$ cat src/rtl/modexp_pkg.sv
// ============================================================================
// Modular exponentiation package
// Types, constants and the microcode table shared by the sequencer, the
// modular multiplier and the top level.
// ============================================================================
`default_nettype none

package modexp_pkg;

    // Prime modulus and the exponent used for the Fermat inverse.
    localparam logic [29:0] MODULUS      = 30'd1000000007;
    localparam logic [31:0] MODULUS_X2   = 32'd2000000014;
    localparam logic [62:0] INV_EXPONENT = 63'(MODULUS) - 63'd2;

    // Barrett constant: floor(2^60 / MODULUS), fits in 31 bits.
    localparam logic [30:0] BARRETT_MU = 31'((64'd1 << 60) / 64'(MODULUS));

    // Step counter of the sequencer.
    typedef logic [2:0] t_step;

    localparam t_step STEP_LOAD = 3'd0;
    localparam t_step STEP_MUL  = 3'd1;
    localparam t_step STEP_SQR  = 3'd2;
    localparam t_step STEP_WAIT = 3'd3;
    localparam t_step STEP_PUT  = 3'd4;

    // Datapath operation of one control word.
    typedef enum logic [2:0] {
        U_NOP,
        U_LOAD,
        U_MUL,
        U_SQR,
        U_PUT
    } t_uop;

    // Condition that holds the sequencer on its current step.
    typedef enum logic [1:0] {
        H_NONE,
        H_INPUT,
        H_BUSY,
        H_OUTPUT
    } t_hold;

    // Branch condition of one control word.
    typedef enum logic [1:0] {
        C_NEXT,
        C_JUMP,
        C_EXP_ZERO
    } t_cond;

    typedef struct packed {
        t_uop  op;
        t_hold hold_on;
        t_cond cond;
        t_step target;
    } t_ucode;

    // Destination register of a modular multiplication.
    typedef enum logic {
        D_ACC,
        D_SQ
    } t_dest;

    // Request into and response from the modular multiplier.
    typedef struct packed {
        logic  start;
        t_dest dest;
    } t_mm_req;

    typedef struct packed {
        logic  busy;
        logic  done;
        t_dest dest;
    } t_mm_rsp;

    // Status seen by the sequencer and strobes it drives.
    typedef struct packed {
        logic in_valid;
        logic busy;
        logic exp_zero;
        logic out_free;
    } t_seq_stat;

    typedef struct packed {
        logic in_ready;
        logic load;
        logic issue_mul;
        logic issue_sqr;
        logic put;
    } t_seq_ctrl;

    // Microcode table: one control word per step.
    function automatic t_ucode ucode_rom(input t_step step);
        t_ucode cw;
        cw = '{op: U_NOP, hold_on: H_NONE, cond: C_JUMP, target: STEP_LOAD};
        case (step)
            STEP_LOAD: cw = '{op: U_LOAD, hold_on: H_INPUT,  cond: C_NEXT,
                              target: STEP_LOAD};
            STEP_MUL:  cw = '{op: U_MUL,  hold_on: H_NONE,   cond: C_EXP_ZERO,
                              target: STEP_PUT};
            STEP_SQR:  cw = '{op: U_SQR,  hold_on: H_NONE,   cond: C_NEXT,
                              target: STEP_LOAD};
            STEP_WAIT: cw = '{op: U_NOP,  hold_on: H_BUSY,   cond: C_JUMP,
                              target: STEP_MUL};
            STEP_PUT:  cw = '{op: U_PUT,  hold_on: H_OUTPUT, cond: C_JUMP,
                              target: STEP_LOAD};
            default:   cw = '{op: U_NOP,  hold_on: H_NONE,   cond: C_JUMP,
                              target: STEP_LOAD};
        endcase
        return cw;
    endfunction

endpackage

`default_nettype wire

$ cat src/rtl/modular_exponentiation.sv
// ============================================================================
// Modular exponentiation
// Base to a 63-bit power modulo 1000000007 by right-to-left square and
// multiply, with a Fermat inverse mode.
// ============================================================================
// One request is taken at a time. The loop runs over the exponent bits up
// to and including the highest set one (none for a zero exponent, 30 in
// invert mode). Each exponent bit costs one pass through the four-stage
// modular multiplier, into which the multiply (only for a set bit) and the
// square are issued on consecutive cycles; the sequencer waits for both to
// retire before the next bit. The next request is accepted once the result
// sits in the output register, even while that result is still stalled.
// An exponent of zero gives 1; the inverse of zero gives 0.
`default_nettype none

module modular_exponentiation (
    input  wire logic        i_clk,
    input  wire logic        i_rst_n,
    input  wire logic        i_valid,
    output logic             o_stall,
    input  wire logic [29:0] i_base,
    input  wire logic [62:0] i_exponent,
    input  wire logic        i_invert,
    output logic             o_valid,
    input  wire logic        i_stall,
    output logic [29:0]      o_power_result
);
    import modexp_pkg::*;

    logic [29:0] r_acc;
    logic [29:0] r_sq;
    logic [62:0] r_exp;
    logic        r_out_valid;
    logic [29:0] r_power_result;

    t_seq_stat   w_stat;
    t_seq_ctrl   w_ctrl;
    t_mm_req     w_mm_req;
    t_mm_rsp     w_mm_rsp;
    logic [29:0] w_mm_a;
    logic [29:0] w_mm_result;
    logic [30:0] w_base_diff;
    logic [29:0] w_base_red;

    // Sequencer.
    assign w_stat.in_valid = i_valid;
    assign w_stat.busy     = w_mm_rsp.busy;
    assign w_stat.exp_zero = (r_exp == '0);
    assign w_stat.out_free = !r_out_valid || !i_stall;

    modexp_seq u_seq (
        .i_clk   (i_clk),
        .i_rst_n (i_rst_n),
        .i_stat  (w_stat),
        .o_ctrl  (w_ctrl)
    );

    // Multiply issues acc * sq only for a set exponent bit; square issues sq * sq.
    assign w_mm_req.start = (w_ctrl.issue_mul && r_exp[0]) || w_ctrl.issue_sqr;
    assign w_mm_req.dest  = w_ctrl.issue_sqr ? D_SQ : D_ACC;
    assign w_mm_a         = w_ctrl.issue_sqr ? r_sq : r_acc;

    modexp_mulmod u_mulmod (
        .i_clk    (i_clk),
        .i_rst_n  (i_rst_n),
        .i_req    (w_mm_req),
        .i_a      (w_mm_a),
        .i_b      (r_sq),
        .o_rsp    (w_mm_rsp),
        .o_result (w_mm_result)
    );

    // A 30-bit base is below twice the modulus: one subtraction reduces it.
    assign w_base_diff = {1'b0, i_base} - {1'b0, MODULUS};
    assign w_base_red  = w_base_diff[30] ? i_base : w_base_diff[29:0];

    // Working registers: load, exponent shift and multiplier write-back.
    always_ff @(posedge i_clk) begin
        if (w_ctrl.load) begin
            r_acc <= 30'd1;
            r_sq  <= w_base_red;
            r_exp <= i_invert ? INV_EXPONENT : i_exponent;
        end else begin
            if (w_ctrl.issue_sqr) begin
                r_exp <= r_exp >> 1;
            end
            if (w_mm_rsp.done) begin
                if (w_mm_rsp.dest == D_SQ) begin
                    r_sq <= w_mm_result;
                end else begin
                    r_acc <= w_mm_result;
                end
            end
        end
    end

    // Output register.
    always_ff @(posedge i_clk) begin
        if (!i_rst_n) begin
            r_out_valid <= 1'b0;
        end else if (w_ctrl.put) begin
            r_out_valid <= 1'b1;
        end else if (!i_stall) begin
            r_out_valid <= 1'b0;
        end
    end

    always_ff @(posedge i_clk) begin
        if (w_ctrl.put) begin
            r_power_result <= r_acc;
        end
    end

    assign o_stall        = !w_ctrl.in_ready;
    assign o_valid        = r_out_valid;
    assign o_power_result = r_power_result;

endmodule

`default_nettype wire

$ cat src/rtl/modexp_mulmod.sv
// ============================================================================
// Modular multiplier
// Four-stage pipelined multiply and Barrett reduction modulo the prime.
// Operands must be below the modulus; the result is fully reduced.
// ============================================================================
`default_nettype none

module modexp_mulmod (
    input  wire logic                i_clk,
    input  wire logic                i_rst_n,
    input  wire modexp_pkg::t_mm_req i_req,
    input  wire logic [29:0]         i_a,
    input  wire logic [29:0]         i_b,
    output modexp_pkg::t_mm_rsp      o_rsp,
    output logic [29:0]              o_result
);
    import modexp_pkg::*;

    logic        r_v1, r_v2, r_v3;
    t_dest       r_d1, r_d2, r_d3;
    logic [59:0] r_p1, r_p2;
    logic [31:0] r_p3;
    logic [61:0] r_q2;
    logic [31:0] r_t3;

    logic [59:0] w_prod;
    logic [61:0] w_q2;
    logic [30:0] w_q3;
    logic [60:0] w_t;
    logic [31:0] w_r;
    logic [32:0] w_r1;
    logic [32:0] w_r2;

    // Stage 1 forms the full product, stage 2 the quotient estimate,
    // stage 3 the estimate times the modulus.
    assign w_prod = 60'(i_a) * 60'(i_b);
    assign w_q2   = 62'(r_p1[59:29]) * 62'(BARRETT_MU);
    assign w_q3   = r_q2[61:31];
    assign w_t    = 61'(w_q3) * 61'(MODULUS);

    // Valid bits of the pipeline.
    always_ff @(posedge i_clk) begin
        if (!i_rst_n) begin
            r_v1 <= 1'b0;
            r_v2 <= 1'b0;
            r_v3 <= 1'b0;
        end else begin
            r_v1 <= i_req.start;
            r_v2 <= r_v1;
            r_v3 <= r_v2;
        end
    end

    // Payload of the pipeline.
    always_ff @(posedge i_clk) begin
        r_d1 <= i_req.dest;
        r_p1 <= w_prod;
        r_d2 <= r_d1;
        r_p2 <= r_p1;
        r_q2 <= w_q2;
        r_d3 <= r_d2;
        r_p3 <= r_p2[31:0];
        r_t3 <= w_t[31:0];
    end

    // Stage 4: the remainder is below three times the modulus, so at most
    // two subtractions of the modulus bring it into range.
    assign w_r  = r_p3 - r_t3;
    assign w_r1 = {1'b0, w_r} - 33'(MODULUS);
    assign w_r2 = {1'b0, w_r} - {1'b0, MODULUS_X2};

    always_comb begin
        if (!w_r2[32]) begin
            o_result = w_r2[29:0];
        end else if (!w_r1[32]) begin
            o_result = w_r1[29:0];
        end else begin
            o_result = w_r[29:0];
        end
    end

    assign o_rsp.busy = r_v1 | r_v2 | r_v3;
    assign o_rsp.done = r_v3;
    assign o_rsp.dest = r_d3;

endmodule

`default_nettype wire

$ cat src/rtl/modexp_seq.sv
// ============================================================================
// Microcode sequencer
// Step counter that reads the control table, holds on its wait condition and
// branches on the exponent, driving the datapath strobes.
// ============================================================================
`default_nettype none

module modexp_seq (
    input  wire logic                  i_clk,
    input  wire logic                  i_rst_n,
    input  wire modexp_pkg::t_seq_stat i_stat,
    output modexp_pkg::t_seq_ctrl      o_ctrl
);
    import modexp_pkg::*;

    t_step  r_step;
    t_step  n_step;
    t_ucode w_cw;
    logic   w_hold;

    assign w_cw = ucode_rom(r_step);

    // Hold the current step until its wait condition clears.
    always_comb begin
        case (w_cw.hold_on)
            H_NONE:   w_hold = 1'b0;
            H_INPUT:  w_hold = !i_stat.in_valid;
            H_BUSY:   w_hold = i_stat.busy;
            H_OUTPUT: w_hold = !i_stat.out_free;
            default:  w_hold = 1'b0;
        endcase
    end

    // Next step and datapath strobes.
    always_comb begin
        n_step = r_step;
        if (!w_hold) begin
            case (w_cw.cond)
                C_NEXT:     n_step = r_step + 3'd1;
                C_JUMP:     n_step = w_cw.target;
                C_EXP_ZERO: n_step = i_stat.exp_zero ? w_cw.target : r_step + 3'd1;
                default:    n_step = STEP_LOAD;
            endcase
        end
        o_ctrl.in_ready  = (w_cw.op == U_LOAD);
        o_ctrl.load      = (w_cw.op == U_LOAD) && !w_hold;
        o_ctrl.issue_mul = (w_cw.op == U_MUL) && !w_hold;
        o_ctrl.issue_sqr = (w_cw.op == U_SQR) && !w_hold;
        o_ctrl.put       = (w_cw.op == U_PUT) && !w_hold;
    end

    // Step counter.
    always_ff @(posedge i_clk) begin
        if (!i_rst_n) begin
            r_step <= STEP_LOAD;
        end else begin
            r_step <= n_step;
        end
    end

endmodule

`default_nettype wire

$ cat config.mk
export PLATFORM = sky130hd
export DESIGN_NAME = modular_exponentiation
export DESIGN_NICKNAME = d
export VERILOG_FILES = /design/src/rtl/modexp_pkg.sv /design/src/rtl/modular_exponentiation.sv /design/src/rtl/modexp_mulmod.sv /design/src/rtl/modexp_seq.sv
export SDC_FILE = /design/constraint.sdc
export NUM_CORES = 2
export LEC_CHECK = 0
export BUFFER_PORTS_ARGS = -buffer_cell sky130_fd_sc_hd__buf_4
export CORE_ASPECT_RATIO = 0.75
export CORE_UTILIZATION = 30
export CTS_CLUSTER_SIZE = 14
export DETAILED_ROUTE_END_ITERATION = 8
export PLACE_DENSITY = 0.46
export SLEW_MARGIN = 20
export SYNTH_ARGS = -nofsm -noshare
export SYNTH_HDL_FRONTEND = slang
export SYNTH_SLANG_ARGS = --single-unit
$ cat constraint.sdc
create_clock -name i_clk -period 22.3 [get_ports i_clk]
set_input_delay 4.46 -clock i_clk [delete_from_list [all_inputs] [get_ports i_clk]]
set_output_delay 4.46 -clock i_clk [all_outputs]
set_load 0.02 [all_outputs]
## Yosys cells after proc, flatten, opt, wreduce, memory -nomap -nowiden

Index checks and enable logic that the tools add are counted.

| word-level totals | value |
|---|---|
| input bits | 98 |
| output and inout port bits | 32 |
| register bits after elaboration | 378 |

| operators by class | value |
|---|---|
| reduce and logical (&&, ||, !) cells | 22 |
| muxes and demuxes | 17 |
| equal/unequal tests | 14 |
| bitwise operators | 3 |
| $mul | 3 |
| add/sub/neg operators | 5 |

Operators by type and width:

| cell | count |
|---|---|
| $mux 30 | 7 |
| $mux 63 | 3 |
| $logic_not 63->1 | 1 |
| $mul 30x30->60 | 1 |
| $mul 31x28->59 const B | 1 |
| $pmux 10 s5 | 1 |
| $sub 32x30->33 const B | 1 |
| $sub 32x31->33 const B | 1 |
| $mul 31x30->32 const B | 1 |
| $sub 32x32->32 | 1 |
| $sub 30x30->31 const B | 1 |
| $eq 3x2->1 const B | 4 |
| $pmux 3 s3 | 1 |
| $eq 2x2->1 const B | 3 |
| $eq 3x1->1 const B | 2 |
| $eq 3x3->1 const B | 2 |
| $logic_not 1->1 | 6 |
| $reduce_bool 2->1 | 3 |
| $logic_and 1x1->1 | 5 |
| $eq 2x1->1 const B | 2 |
| $logic_not 2->1 | 2 |
| $pmux 1 s4 | 1 |
| $reduce_and 2->1 | 2 |
| $add 3x1->3 const B | 1 |
| 7 further kinds | 11 |

## Logic depth before layout (Yosys ltp)

| depth | value |
|---|---|
| depth in word-level cells | 8 |
| mapped depth | 43 |

## Hierarchy

A second synthesis with hierarchy kept.

| second synthesis, totals | value |
|---|---|
| cells, all modules | 6580 |
| area, all modules | 64012.6 µm² |

By module, submodules not included:

| module | cells each | times used | area each (µm²) |
|---|---|---|---|
| modexp_mulmod | 5865 | 1 | 56451.6 |
| modular_exponentiation | 671 | 1 | 7185.6 |
| modexp_seq | 44 | 1 | 375.4 |

## Least setup slack after synthesis

No wires, ideal clock.

| timing | value |
|---|---|
| path kind | input to register |
| start | input i_stall |
| end | register u_mulmod.r_p1[58] |
| arrival time | 13.972 ns |
| setup time | 0.118 ns |
| data required time | 22.182 ns |
| setup slack | 8.210 ns |
| stages | 39 |
| cell sequence | nand2_1 nand2_1 nand2_1 nor2_1 a21o_1 clkbuf_1 nor3_1 clkbuf_1 mux2_2 clkbuf_1 clkbuf_1 nand2_1 fa_1 fa_1 inv_1 fa_1 inv_1 fa_1 [... 3 more ...] fa_1 inv_1 fa_1 inv_1 ha_1 clkbuf_1 a21o_1 a21o_1 a21o_1 a21oi_1 nor2b_1 a2111oi_0 o21ai_0 a21oi_1 o211a_1 nor3_1 a211o_1 xor2_1 |

| on the way | value |
|---|---|
| cells in the longest elaborated chain, start to end | 8 |

RTL lines:

| item | RTL line | source |
|---|---|---|
| from (decl) | modular_exponentiation.sv:25 | `input wire logic i_stall,` |
| $logic_not 1->1 | -- |  |
| $logic_or 1x1->1 | modular_exponentiation.sv:49 | `assign w_stat.out_free = !r_out_valid \|\| !i_stall;` |
| $logic_not 1->1 | modexp_seq.sv:29 | `H_OUTPUT: w_hold = !i_stat.out_free;` |
| $pmux 1 s4 | modexp_seq.sv:25 | `case (w_cw.hold_on)` |
| $logic_not 1->1 | -- |  |
| $logic_and 1x1->1 | modexp_seq.sv:48 | `o_ctrl.issue_sqr = (w_cw.op == U_SQR) && !w_hold;` |
| $mux 30 | modular_exponentiation.sv:61 | `assign w_mm_a = w_ctrl.issue_sqr ? r_sq : r_acc;` |
| $mul 30x30->60 | modexp_mulmod.sv:36 | `assign w_prod = 60'(i_a) * 60'(i_b);` |
| net u_mulmod.w_prod[58] | modexp_mulmod.sv:26 | `logic [59:0] w_prod;` |
| to (signal assigned) | modexp_mulmod.sv:57 | `r_p1 <= w_prod;` |
| to (decl) | modexp_mulmod.sv:21 | `logic [59:0] r_p1, r_p2;` |

The timed path passes the listed nets, and every way through them passes these cells.
A chain may end at the register's enable or synchronous reset.

## Worst setup path after layout

| timing | value |
|---|---|
| start | input i_stall |
| end | register u_mulmod.r_p1[59] |

The elaborated chain is that of the path after synthesis.

==> results.py <==
metrics = {
    "sta": {
        "final-setup-viol-count": 0,
        "finalClockSkew_ps": 56.6,
        "fin_tns_setup_ps": 0,
        "period_minus_slack_ps": 14790,
        "hold_viol_final": 0,
        "drv_slew": 0,
        "max_freq_mhz": 67.6,
        "rsz0062_at_grt": "false",
        "tightest_slew_ps": 1050,
        "relSlewSlack_pct": 28.1,
        "post-route-period-util_pct": 66.3,
        "hold_ws_ps": 321,
    },
    "drt": {
        "routed_via_density": 4.69,
        "drt_iter0_drc": 3000,
        "detail_route.wl_per_cell_um": 20.2,
        "vias": 44800,
        "routed_wl_um": 193000,
        "route.detailed.drc": 0,
        "ant_nets": 0,
        "firstDrtPassIters": 5,
    },
    "clocking": {
        "post_cts_resize_count": 0,
        "path_clk_slew_ps": 60,
        "cts.sinks": 350,
        "post_cts_buffers": 0,
        "clk_path_buf_depth": 3,
        "cts_hold_buf": 0,
        "cts_tree": "built",
        "htree_levels": 2,
        "cts_buffers": 46,
        "clk_latency_ps": 660,
        "cts_root_buf": "clkbuf_16",
    },
    "run_status": {
        "status": "complete, no violations",
    },
    "layout": {
        "post-route-cell-area_um2": 70200,
        "drive_gt1_share_pct": 5.73,
        "nets": 8788,
        "final_cell_mix": "inv_1, fa_1, ha_1",
        "multi_input_area_um2": 49600,
        "seqCellArea_um2": 8240,
        "final_common_cell": "inv_1",
        "fin_util_pct": 32.8,
        "area_delta_synth_final_pct": 8.71,
        "fillers": 22100,
    },
    "synth": {
        "synth-async-reset-ratio_pct": 0,
        "ys_seq_elements": 350,
        "avgSynthCellArea_um2": 9.66,
        "yosysUniqueCellTypes": 107,
        "synth_edf_count": 123,
        "syn_area_um2": 64600,
        "syn_inst": 6683,
        "yosysWarnings": 0,
        "synth_ff_type": "dfxtp_1",
        "synth-seq-area-share_pct": 12.8,
        "synth_fp_nets": 8808,
    },
    "die": {
        "die_h_um": 404,
        "core_area_um2": 214000,
        "placementRows": 147,
        "initial_core_util_pct": 30.2,
        "die-area_um2": 217000,
        "die_x_um": 538,
        "io_pins": 130,
    },
    "placement": {
        "postPlaceCellArea_um2": 68600,
        "numPortBuffers": 129,
        "hpwl_um": 156000,
        "routabilityCongestion": 0.859,
    },
    "critical_path": {
        "crit_slowest_cell": "mux2_2",
        "ff2ff_path_depth": 38,
        "critPathMaxStageDelay_ps": 650,
        "crit_path_end_kind": "flop",
        "crit_top_cell": "fa_1",
        "crit_arrival_ps": 15340,
        "worstSetupPathType": "input pin to flop",
        "reg2reg_from": "u_seq.r_step[0]",
        "worst_setup_path_start_kind": "input pin",
        "regToRegEndpoint": "u_mulmod.r_p1[59]",
        "crit_required_ps": 22850,
        "crit_path_end": "u_mulmod.r_p1[59]",
        "path_max_fanout": 32,
        "crit_start": "i_stall",
        "rrSetupSlack_ps": 10380,
    },
    "global_route": {
        "grt_pass1_vias": 47700,
        "grt.total_usage_pct": 18.2,
        "gr-total-overflow": 0,
        "grt_max_degree": 65,
        "antenna_found_initial": 13,
        "grt_pass1_wl_um": 300000,
    },
    "hold_path": {
        "holdPathStages": 0,
        "worstHoldPathType": "flop to flop",
    },
    "flow_run": {
        "cap_violations": 0,
    },
}
==> cell families after synthesis <==
family | count (synthesis) | share of synthesized area [%]
adder cells (fa/ha/maj) | 2027 | 53.5
buffers and inverters | 1797 | 10.5
AND/OR/NAND/NOR | 1585 | 12.6
AO/OA/AOI/OAI | 678 | 7.16
flip-flops | 350 | 12.8
XOR/XNOR | 207 | 2.81
multiplexers | 39 | 0.667
==> flip-flops by register name, indices dropped and copies added, names as in the netlist, 3 cells and up <==
name and flops:
r_exp 63, u_mulmod.r_p1 60, u_mulmod.r_p2 32, u_mulmod.r_p3 32, u_mulmod.r_t3 32, u_mulmod.r_q2 31, o_power_result 30, r_acc 30
r_sq 30, u_seq.r_step 3
==> critical path, delay by kind of cell <==
family	cells	cell delay (ps)
adder cells (fa/ha/maj)	9	4400
AO/OA/AOI/OAI	13	3280
buffers and inverters	9	1740
multiplexers	1	650
AND/OR/NAND/NOR	6	570
XOR/XNOR	1	130
==> how the worst min path moves through the flow <==
stage	slack [ps]	to	start
global placement	310	u_mulmod.r_d2	u_mulmod.r_d1
global route	320	u_mulmod.r_p2[17]	u_mulmod.r_p1[17]
floorplan	310	u_mulmod.r_d2	u_mulmod.r_d1
detailed placement	310	u_mulmod.r_p3[1]	u_mulmod.r_p2[1]
finish	320	u_mulmod.r_p2[17]	u_mulmod.r_p1[17]
CTS	320	u_mulmod.r_p2[17]	u_mulmod.r_p1[17]
==> per-layer routing <==
| metal | global-route usage [%] | up-vias | routed length (um) |
|---|---|---|---|
| met5 | 0 | - | 37 |
| met4 | 3.81 | 6 | 4140 |
| met3 | 2.76 | 142 | 11500 |
| met2 | 27.1 | 1132 | 81900 |
| met1 | 27.7 | 23000 | 95200 |
| li1 | - | 20600 | - |
==> stage by stage <==
stage               setup WS (ps)  instances
floorplan                    8210       6683
global placement             5580       9444
detailed placement           7000       9445
CTS                          7640       9531
global route                 7000       9536
finish                       7510       9542
==> cell usage after synthesis (6+ instances only) <==
master	count	share of area, %
fa_1	1224	38
o21ai_0	135	1.0
nand2_1	620	3.6
nor3_1	58	0.45
xnor2_1	146	2.0
mux2_2	32	0.56
o211ai_1	19	0.22
o21ai_1	16	0.12
and2_1	498	4.8
nor2_1	119	0.69
o21a_1	36	0.42
a21o_1	95	1.1
a31oi_1	16	0.16
a211oi_1	26	0.30
and3_1	29	0.28
o31ai_1	7	0.081
a21oi_1	174	1.3
dfxtp_1	227	7.0
o21bai_1	27	0.31
nor3b_1	6	0.070
or2_2	8	0.078
mux2i_1	7	0.11
inv_1	1534	8.9
ha_1	803	16
nand2b_1	24	0.23
o22ai_1	10	0.097
and4_1	7	0.095
xor2_1	61	0.83
nor2b_1	26	0.25
a211o_1	16	0.22
clkbuf_1	241	1.4
nor4_1	20	0.19
buf_2	11	0.085
nand4_1	23	0.22
nand3_1	53	0.41
nand3b_1	52	0.60
or3_1	19	0.18
a2111oi_0	7	0.095
edfxtp_1	123	5.7
==> cell type report <==
cell class / instances / share of cell area [%]
repair buffers: 195 / 2.10
well taps: 2831 / 5.05
diodes: 10 / 0.0357
flip-flops and latches: 350 / 11.7
multi-input cells: 4536 / 70.6
clock inverters: 29 / 0.428
clock buffers: 57 / 1.82
inverters: 1534 / 8.20
Power is left out: the tool's default activity adds up to more than one toggle a clock period on the data nets, which glitch-free logic cannot reach.
